File: config.mk
export PLATFORM = sky130hd
export DESIGN_NAME = dvfs_level_hysteresis_governor
export DESIGN_NICKNAME = d
export VERILOG_FILES = /design/src/hdl/dlhg_pkg.sv /design/src/hdl/dlhg_ctrl.sv /design/src/hdl/dlhg_dp.sv /design/src/hdl/dvfs_level_hysteresis_governor.sv
export SDC_FILE = /design/constraint.sdc
export NUM_CORES = 2
export LEC_CHECK = 0
export ABC_AREA = 1
export BUFFER_PORTS_ARGS = -buffer_cell sky130_fd_sc_hd__buf_4
export CELL_PAD_IN_SITES_DETAIL_PLACEMENT = 0
export CELL_PAD_IN_SITES_GLOBAL_PLACEMENT = 1
export CORE_UTILIZATION = 46
export DETAILED_ROUTE_END_ITERATION = 12
export PLACE_DENSITY_LB_ADDON = 0.1
export SYNTH_ARGS = -nofsm -noshare
export SYNTH_HDL_FRONTEND = slang
export SYNTH_SLANG_ARGS = --single-unit
export TNS_END_PERCENT = 30
File: constraint.sdc
create_clock -name clk -period 8.8 [get_ports clk]
set_input_delay 1.32 -clock clk [delete_from_list [all_inputs] [get_ports clk]]
set_output_delay 1.32 -clock clk [all_outputs]
set_load 0.005 [all_outputs]
File: src/hdl/dlhg_pkg.sv
package dlhg_pkg;

  localparam int CORE_W       = 3;
  localparam int LOAD_W       = 16;
  localparam int NLEV_W       = 5;
  localparam int LEVEL_OUT_W  = 4;
  localparam int S_TDATA_W    = 24;
  localparam int M_TDATA_W    = 8;
  localparam logic [NLEV_W-1:0] NUM_LEVELS_RESET = 5'd8;

  typedef struct packed {
    logic cap;
    logic req;
    logic cnt;
    logic cur;
    logic dec;
  } ctrl_cmd_t;

  typedef struct packed {
    logic active;
  } dp_status_t;

endpackage

File: src/hdl/dlhg_ctrl.sv
module dlhg_ctrl (
  input  logic                  clk,
  input  logic                  rst,
  input  logic                  s_axis_tvalid,
  output logic                  s_axis_tready,
  output logic                  m_axis_tvalid,
  input  logic                  m_axis_tready,
  input  dlhg_pkg::dp_status_t  status,
  output dlhg_pkg::ctrl_cmd_t   cmd
);
  import dlhg_pkg::*;

  typedef enum logic [2:0] {
    ST_IDLE,
    ST_REQ,
    ST_CNT,
    ST_CUR,
    ST_DEC
  } state_t;

  state_t state;
  logic   slot_free;

  assign slot_free     = !m_axis_tvalid || m_axis_tready;
  assign s_axis_tready = (state == ST_IDLE);

  always_comb begin
    cmd     = '0;
    cmd.cap = s_axis_tvalid && s_axis_tready;
    cmd.req = (state == ST_REQ);
    cmd.cnt = (state == ST_CNT);
    cmd.cur = (state == ST_CUR);
    cmd.dec = (state == ST_DEC) && slot_free;
  end

  always_ff @(posedge clk) begin
    if (rst) begin
      state         <= ST_IDLE;
      m_axis_tvalid <= 1'b0;
    end else begin
      if (cmd.dec) begin
        m_axis_tvalid <= 1'b1;
      end else if (m_axis_tready) begin
        m_axis_tvalid <= 1'b0;
      end
      case (state)
        ST_IDLE: begin
          if (s_axis_tvalid) begin
            state <= ST_REQ;
          end
        end
        ST_REQ: begin
          state <= status.active ? ST_CNT : ST_DEC;
        end
        ST_CNT: begin
          state <= ST_CUR;
        end
        ST_CUR: begin
          state <= ST_DEC;
        end
        ST_DEC: begin
          if (slot_free) begin
            state <= ST_IDLE;
          end
        end
        default: begin
          state <= ST_IDLE;
        end
      endcase
    end
  end

`ifndef ASSERT_OFF
  a_cap_to_req: assert property (@(posedge clk) disable iff (rst)
    cmd.cap |=> cmd.req)
    else $error("accepted transaction did not start the level request step");
  a_dec_slot: assert property (@(posedge clk) disable iff (rst)
    cmd.dec |=> m_axis_tvalid)
    else $error("decision did not raise the output valid");
  a_ready_while_busy: assert property (@(posedge clk) disable iff (rst)
    (cmd.req || cmd.cnt || cmd.cur) |-> !s_axis_tready)
    else $error("input ready while a report is in progress");
`endif

endmodule

File: src/hdl/dlhg_dp.sv
module dlhg_dp #(
  parameter int CORES      = 8,
  parameter int LEVELS     = 16,
  parameter int COUNT_BITS = 16
) (
  input  logic                                  clk,
  input  logic                                  rst,
  input  dlhg_pkg::ctrl_cmd_t                   cmd,
  output dlhg_pkg::dp_status_t                  status,
  input  logic                                  cfg_we,
  input  logic [dlhg_pkg::NLEV_W-1:0]           cfg_wdata,
  input  logic [dlhg_pkg::CORE_W-1:0]           in_core,
  input  logic                                  in_prof,
  input  logic [dlhg_pkg::LOAD_W-1:0]           in_load,
  output logic [dlhg_pkg::CORE_W-1:0]           out_core,
  output logic                                  out_changed,
  output logic [dlhg_pkg::LEVEL_OUT_W-1:0]      out_level
);
  import dlhg_pkg::*;

  localparam int CW      = (CORES > 1) ? $clog2(CORES) : 1;
  localparam int LW      = $clog2(LEVELS);
  localparam int NW      = $clog2(LEVELS + 1);
  localparam int ENTRIES = CORES * LEVELS;
  localparam int AW      = (ENTRIES > 1) ? $clog2(ENTRIES) : 1;
  localparam int PW      = LOAD_W + NW;
  localparam int MW      = COUNT_BITS + LW;
  localparam logic [COUNT_BITS-1:0] COUNT_MAX = '1;

  logic [NLEV_W-1:0]     num_levels;
  logic [CORE_W-1:0]     core_r;
  logic                  prof_r;
  logic [LOAD_W-1:0]     load_r;

  logic [LW-1:0]         core_levels [CORES];
  logic [ENTRIES-1:0]    valid;
  logic [COUNT_BITS-1:0] mem [ENTRIES];
  logic [COUNT_BITS-1:0] rd_data;

  logic [NW-1:0]         n_eff;
  logic [PW-1:0]         load_prod;
  logic [NW-1:0]         req_raw;
  logic [LW-1:0]         req;
  logic [LW-1:0]         cur;
  logic [CW-1:0]         ci;
  logic                  in_range;
  logic [AW-1:0]         addr_req_now;
  logic [AW-1:0]         addr_cur_now;

  logic [LW-1:0]         req_r;
  logic [LW-1:0]         cur_r;
  logic [LW-1:0]         dist_r;
  logic [AW-1:0]         addr_req_r;
  logic [AW-1:0]         addr_cur_r;
  logic [COUNT_BITS-1:0] inc_r;
  logic [COUNT_BITS-1:0] cnt_cur_r;
  logic [MW-1:0]         prod_r;

  logic [COUNT_BITS-1:0] cnt_rd;
  logic [COUNT_BITS-1:0] cnt_inc;
  logic                  changed;
  logic                  rd_en;
  logic [AW-1:0]         rd_addr;

  always_comb begin
    if (num_levels == '0) begin
      n_eff = NW'(1);
    end else if (int'(num_levels) > LEVELS) begin
      n_eff = NW'(LEVELS);
    end else begin
      n_eff = NW'(num_levels);
    end
  end

  assign load_prod = PW'(load_r) * PW'(n_eff);
  assign req_raw   = load_prod[PW-1:LOAD_W];
  assign req       = (req_raw > n_eff - NW'(1)) ? LW'(n_eff - NW'(1)) : LW'(req_raw);
  assign ci        = CW'(core_r);
  assign in_range  = (int'(core_r) < CORES);
  assign cur       = core_levels[ci];

  assign status.active = in_range && prof_r;

  assign addr_req_now = AW'(int'(ci) * LEVELS + int'(req));
  assign addr_cur_now = AW'(int'(ci) * LEVELS + int'(cur));

  assign cnt_rd  = valid[addr_req_r] ? rd_data : '0;
  assign cnt_inc = (cnt_rd == COUNT_MAX) ? cnt_rd : cnt_rd + COUNT_BITS'(1);
  assign changed = status.active && (req_r != cur_r) && (prod_r > MW'(cnt_cur_r));

  assign rd_en   = cmd.req || cmd.cnt;
  assign rd_addr = cmd.req ? addr_req_now : addr_cur_r;

  always_ff @(posedge clk) begin
    if (rd_en) begin
      rd_data <= mem[rd_addr];
    end
    if (cmd.cnt) begin
      mem[addr_req_r] <= cnt_inc;
    end
  end

  always_ff @(posedge clk) begin
    if (cmd.cap) begin
      core_r <= in_core;
      prof_r <= in_prof;
      load_r <= in_load;
    end
    if (cmd.req) begin
      req_r      <= req;
      cur_r      <= cur;
      dist_r     <= (req > cur) ? req - cur : cur - req;
      addr_req_r <= addr_req_now;
      addr_cur_r <= addr_cur_now;
    end
    if (cmd.cnt) begin
      inc_r <= cnt_inc;
    end
    if (cmd.cur) begin
      cnt_cur_r <= valid[addr_cur_r] ? rd_data : '0;
      prod_r    <= MW'(inc_r) * MW'(dist_r);
    end
    if (cmd.dec) begin
      out_core    <= core_r;
      out_changed <= changed;
      if (!in_range) begin
        out_level <= '0;
      end else if (changed) begin
        out_level <= LEVEL_OUT_W'(req_r);
      end else begin
        out_level <= LEVEL_OUT_W'(cur_r);
      end
    end
  end

  always_ff @(posedge clk) begin
    if (rst) begin
      num_levels <= NUM_LEVELS_RESET;
      valid      <= '0;
      for (int c = 0; c < CORES; c++) begin
        core_levels[c] <= '0;
      end
    end else begin
      if (cfg_we) begin
        num_levels <= cfg_wdata;
      end
      if (cmd.cnt) begin
        valid[addr_req_r] <= 1'b1;
      end
      if (cmd.dec && changed) begin
        core_levels[ci] <= req_r;
        for (int i = 0; i < LEVELS; i++) begin
          if ((i < int'(n_eff)) && (LW'(i) != req_r)) begin
            valid[AW'(int'(ci) * LEVELS + i)] <= 1'b0;
          end
        end
      end
    end
  end

`ifndef ASSERT_OFF
  a_change_needs_active: assert property (@(posedge clk) disable iff (rst)
    (cmd.dec && changed) |-> (prof_r && in_range))
    else $error("level change on an ignored report");
  a_level_stored: assert property (@(posedge clk) disable iff (rst)
    (cmd.dec && changed) |=> (core_levels[$past(ci)] == $past(req_r)))
    else $error("switched level was not stored for the core");
  a_req_bound: assert property (@(posedge clk) disable iff (rst)
    cmd.req |-> (NW'(req) < n_eff))
    else $error("requested level beyond the levels in use");
`endif

endmodule

File: src/hdl/dvfs_level_hysteresis_governor.sv
// Each accepted report passes the request, count, current-level and decision states; ignored
// reports (not from the profiler, or an absent core) skip from request to decision. A new
// report is taken only after the last one leaves decision, which waits for output room;
// the sequencer reads the counter memory once for the requested and once for the current level.
// Reset is synchronous: all counters read as zero through per-entry valid bits, every core
// returns to level 0 and the level count returns to 8; no clearing pass is needed.
module dvfs_level_hysteresis_governor #(
  parameter int CORES      = 8,
  parameter int LEVELS     = 16,
  parameter int COUNT_BITS = 16
) (
  input  logic                              clk,
  input  logic                              rst,
  input  logic                              s_axis_tvalid,
  output logic                              s_axis_tready,
  // core_id [2:0], load_fraction [18:3], zero [23:19]
  input  logic [dlhg_pkg::S_TDATA_W-1:0]    s_axis_tdata,
  // from_profiler [0]
  input  logic                              s_axis_tuser,
  output logic                              m_axis_tvalid,
  input  logic                              m_axis_tready,
  // core_out [2:0], current_level [6:3], zero [7]
  output logic [dlhg_pkg::M_TDATA_W-1:0]    m_axis_tdata,
  // level_changed [0]
  output logic                              m_axis_tuser,
  input  logic                              cfg_we,
  input  logic [dlhg_pkg::NLEV_W-1:0]       cfg_wdata
);
  import dlhg_pkg::*;

  ctrl_cmd_t              cmd;
  dp_status_t             status;
  logic [CORE_W-1:0]      out_core;
  logic [LEVEL_OUT_W-1:0] out_level;

  dlhg_ctrl u_ctrl (
    .clk           (clk),
    .rst           (rst),
    .s_axis_tvalid (s_axis_tvalid),
    .s_axis_tready (s_axis_tready),
    .m_axis_tvalid (m_axis_tvalid),
    .m_axis_tready (m_axis_tready),
    .status        (status),
    .cmd           (cmd)
  );

  dlhg_dp #(
    .CORES      (CORES),
    .LEVELS     (LEVELS),
    .COUNT_BITS (COUNT_BITS)
  ) u_dp (
    .clk         (clk),
    .rst         (rst),
    .cmd         (cmd),
    .status      (status),
    .cfg_we      (cfg_we),
    .cfg_wdata   (cfg_wdata),
    .in_core     (s_axis_tdata[CORE_W-1:0]),
    .in_prof     (s_axis_tuser),
    .in_load     (s_axis_tdata[CORE_W+LOAD_W-1:CORE_W]),
    .out_core    (out_core),
    .out_changed (m_axis_tuser),
    .out_level   (out_level)
  );

  assign m_axis_tdata = {1'b0, out_level, out_core};

endmodule
==> impl_metrics.tcl <==
set metrics [dict create \
    p_comb_frac 0.199 \
    r2r-end "u_dp.rd_data[1]" \
    rr_worst_depth 42 \
    outcome "completed" \
    clock_sink_count 2331 \
    row_count 176 \
    regArea_sq_um 68600 \
    multi_input_area_sq_um 28100 \
    synth_cells 10894 \
    fmax_ghz 0.121 \
    slowest_delay_ns 0.50 \
    p_leak_nw 51.8 \
    syn_area_sq_um 107000 \
    r2r_start "u_dp.num_levels[3]" \
    peakVddDrop_mv 0.202 \
    grt_pass1_vias 71809 \
    setup-violations-final 0 \
    grt_max_degree 129 \
    maxCapViolCount 0 \
    path_class "reg2reg" \
    drive_gt1_frac 0.0774 \
    route.detailed.drc 0 \
    finalHoldViolCount 0 \
    start_util 0.465 \
    min_path_type "reg2reg" \
    endpoint_kind "register" \
    hold_depth 2 \
    dp_hpwl_microns 193000 \
    overflow 0 \
    fin_nets 11146 \
    insertion_delay_ns 0.96 \
    crit_fanout 34 \
    hold_path_end "u_dp.valid[82]" \
    totalWireLength_microns 326000 \
    pin_count 46 \
    p_clk_frac 0.373 \
    start_kind "register" \
    die_area_sq_um 235000 \
    core_area_sq_um 231000 \
    highest_layer "met4" \
    synthFlopType "edfxtp_1" \
    fin_ws_ns 0.559 \
    syn-num-nets 11082 \
    relSlewSlack 0.117 \
    async_flop_share 0 \
    die_x_microns 485 \
    power.density_nw_per_um2 241 \
    worstMarginPinSlew_ns 1.32 \
    die_h_microns 485 \
    ys_warn_count 0 \
    ys_seq_elements 2331 \
    arrival_ns 8.92 \
    syn_to_final_growth_pct 12.7 \
    switchingPower_mw 8.68 \
    cpMostUsedCell "nand2_1" \
    grt_pass1_wl_microns 478000 \
    fin_crit_sh 0.936 \
    min_from "u_dp.valid[82]" \
    slowest_stage "fa_1" \
    grt_use_total 0.275 \
    max-clock-path-buffers 4 \
    port_buffers 39 \
    cts_tree "built" \
    num-fill-cells 20558 \
    rsz0062_at_grt "false" \
    p_int_mw 20.4 \
    yosysUniqueCellTypes 56 \
    drt-initial-drc-count 7440 \
    cts-buffers-inserted 279 \
    r2r_slack_ns 0.56 \
    cts.htree.levels 5 \
    clk_pin_slew_ns 0.06 \
    yosysSeqAreaShare 0.640 \
    post_synth.cell_area_avg_sq_um 9.84 \
    first_pass_iters 8 \
    min_period_ns 8.24 \
    switching_share 0.299 \
    avgRoutedWirePerCell_microns 23.0 \
    worstPathRequired_ns 9.48 \
    ant_nets 0 \
    vias 75615 \
    fin_setup_tns_ns 0 \
    cts-hold-fix-buffers 0 \
    wl_met3_microns 23600 \
    slew_viol_final 0 \
    place_ws_ns 0.397 \
    synth_enable_flop_cells 2191 \
    cts-root-buf "clkbuf_16" \
    gp_congestion 0.899 \
    drt-vias-per-instance 5.33 \
    seqPwrFrac 0.428 \
    met1Wirelength_microns 142000 \
    antenna_found_initial 10 \
    routed-wl-met2_microns 149000 \
    fin_skew_ns 0.0566 \
]
-- timing repair --
item	CTS	global route
setup buffers	0	0
endpoints found under the setup margin	0	16
resized for setup	0	5
-- routing by layer --
layer,track usage,vias to the layer above
met5,0,-
li1,-,35556
met2,0.434,2622
met1,0.388,36876
met4,0.0929,0
met3,0.0423,561
-- stage by stage --
step	hold slack (ns)	total power, mW	util	cells	cell area (sq um)
after floorplan	0.440	16.3	-	10894	107000
after global routing	0.491	30.2	0.523	14180	121000
final	0.470	29.1	0.523	14181	121000
after detailed placement	0.459	18.4	0.487	13703	112000
after global placement	0.450	18.4	0.487	13703	112000
after CTS	0.472	29.2	0.523	14175	121000
-- flip-flops by register name, summed over array words and instances, names as in the netlist, 4 cells and up, named ones only --
signal and count:
u_dp.addr_req_r 6, u_dp.cnt_cur_r 16, u_dp.core_levels 32, u_dp.dist_r 4
u_dp.inc_r 16, u_dp.load_r 16, u_dp.mem 2048, u_dp.num_levels 5
u_dp.out_level 4, u_dp.prod_r 20, u_dp.rd_data 16, u_dp.valid 128
-- Yosys cell counts (all sizes together), types with 2 or more instances --
master  number  area, sq um
xor2        18          158
inv       2243         8420
o221ai      14          123
clkinv       5         18.8
and2         2         15.0
o32ai        9         78.8
o211ai      14          105
nand3b       2         15.0
nand2     2396         9000
a31oi       40          250
nor3         6         35.0
o21a         5         37.5
o21bai       5         37.5
xnor2        8         70.1
edfxtp    2191        65800
o221a       16          180
a221oi       6         52.6
ha          82         1030
a22oi       38          285
o22ai        8         50.1
or2          4         25.0
a211oi      13         97.6
a21oi       93          465
o21ai      191          960
fa          71         1420
dfxtp      140         2800
buf        405         2080
nand4       11         68.8
a21o         3         22.5
nor2       545         2070
clkbuf     154          578
a22o        10         87.6
nor4         7         43.8
nand3     2131        10700
-- worst max path at each step --
stage,from,endpoint,slack [ns],cells past startpoint
2_1_floorplan,u_dp.addr_req_r[1],u_dp.inc_r[1],0.05,19
5_1_grt,u_dp.num_levels[3],u_dp.rd_data[7],0.008,44
6_report,u_dp.num_levels[3],u_dp.rd_data[1],0.56,42
3_5_place_dp,u_dp.num_levels[3],u_dp.rd_data[0],0.40,44
4_1_cts,u_dp.num_levels[3],u_dp.rd_data[10],0.41,41
3_3_place_gp,u_dp.num_levels[3],u_dp.rd_data[0],0.38,44
-- power groups by stage --
stage	clock network, mW	logic, mW	registers, mW
2_1_floorplan	0	3.58	12.7
3_3_place_gp	0	5.72	12.7
3_5_place_dp	0	5.76	12.7
4_1_cts	11.0	5.78	12.5
5_1_grt	11.4	6.31	12.5
6_report	10.8	5.77	12.5
-- logic make-up (layout without fill, tap and decap cells) --
| group | after synthesis | count (layout) | synth area share |
|---|---|---|---|
| buffers and inverters | 2807 | 3062 | 0.104 |
| AOI/OAI and AO/OA | 470 | 470 | 0.0268 |
| adders and majority gates | 153 | 153 | 0.0228 |
| DFF | 2331 | 2331 | 0.640 |
| other | 1 | 7 | 0.0000350 |
| and+or+nand+nor | 5106 | 5106 | 0.205 |
| xor gates and xnor gates | 26 | 26 | 0.00212 |
-- cells in the final DEF (no fill, tap or decap), types with 56 or more instances in the layout --
| cell type | netlist | final |
|---|---|---|
| clkbuf_1 | 154 | 62 |
| buf_4 | 24 | 268 |
| clkinv_1 | 5 | 56 |
| dfxtp_1 | 140 | 140 |
| a21oi_1 | 93 | 93 |
| clkbuf_16 | 0 | 285 |
| ha_1 | 82 | 82 |
| fa_1 | 71 | 71 |
| nand2_1 | 2394 | 2385 |
| inv_1 | 2230 | 2229 |
| nand3_1 | 2129 | 2114 |
| edfxtp_1 | 2191 | 2191 |
| nor2_1 | 537 | 457 |
| buf_12 | 0 | 73 |
| nor2_2 | 7 | 86 |
| o21ai_0 | 178 | 175 |
-- worst max-delay path, delay by kind of cell (launching register included) --
kind	cells	cell delay (ns)
AO/OA/AOI/OAI	2	0.29
AND/OR/NAND/NOR	30	4.65
buffers and inverters	5	0.64
adder cells (fa/ha/maj)	5	1.99
flip-flops	1	0.33
-- cell type report --
class / count / area share
clock buffer: 358 / 0.0622
clock inverter: 114 / 0.00748
antenna: 6 / 0.000124
inverter: 2248 / 0.0698
multi-input combinational: 5756 / 0.232
timing repair buffer: 342 / 0.0288
sequential: 2331 / 0.568
tap: 3026 / 0.0313
No activity file was read; power rests on OpenSTA's default activity.
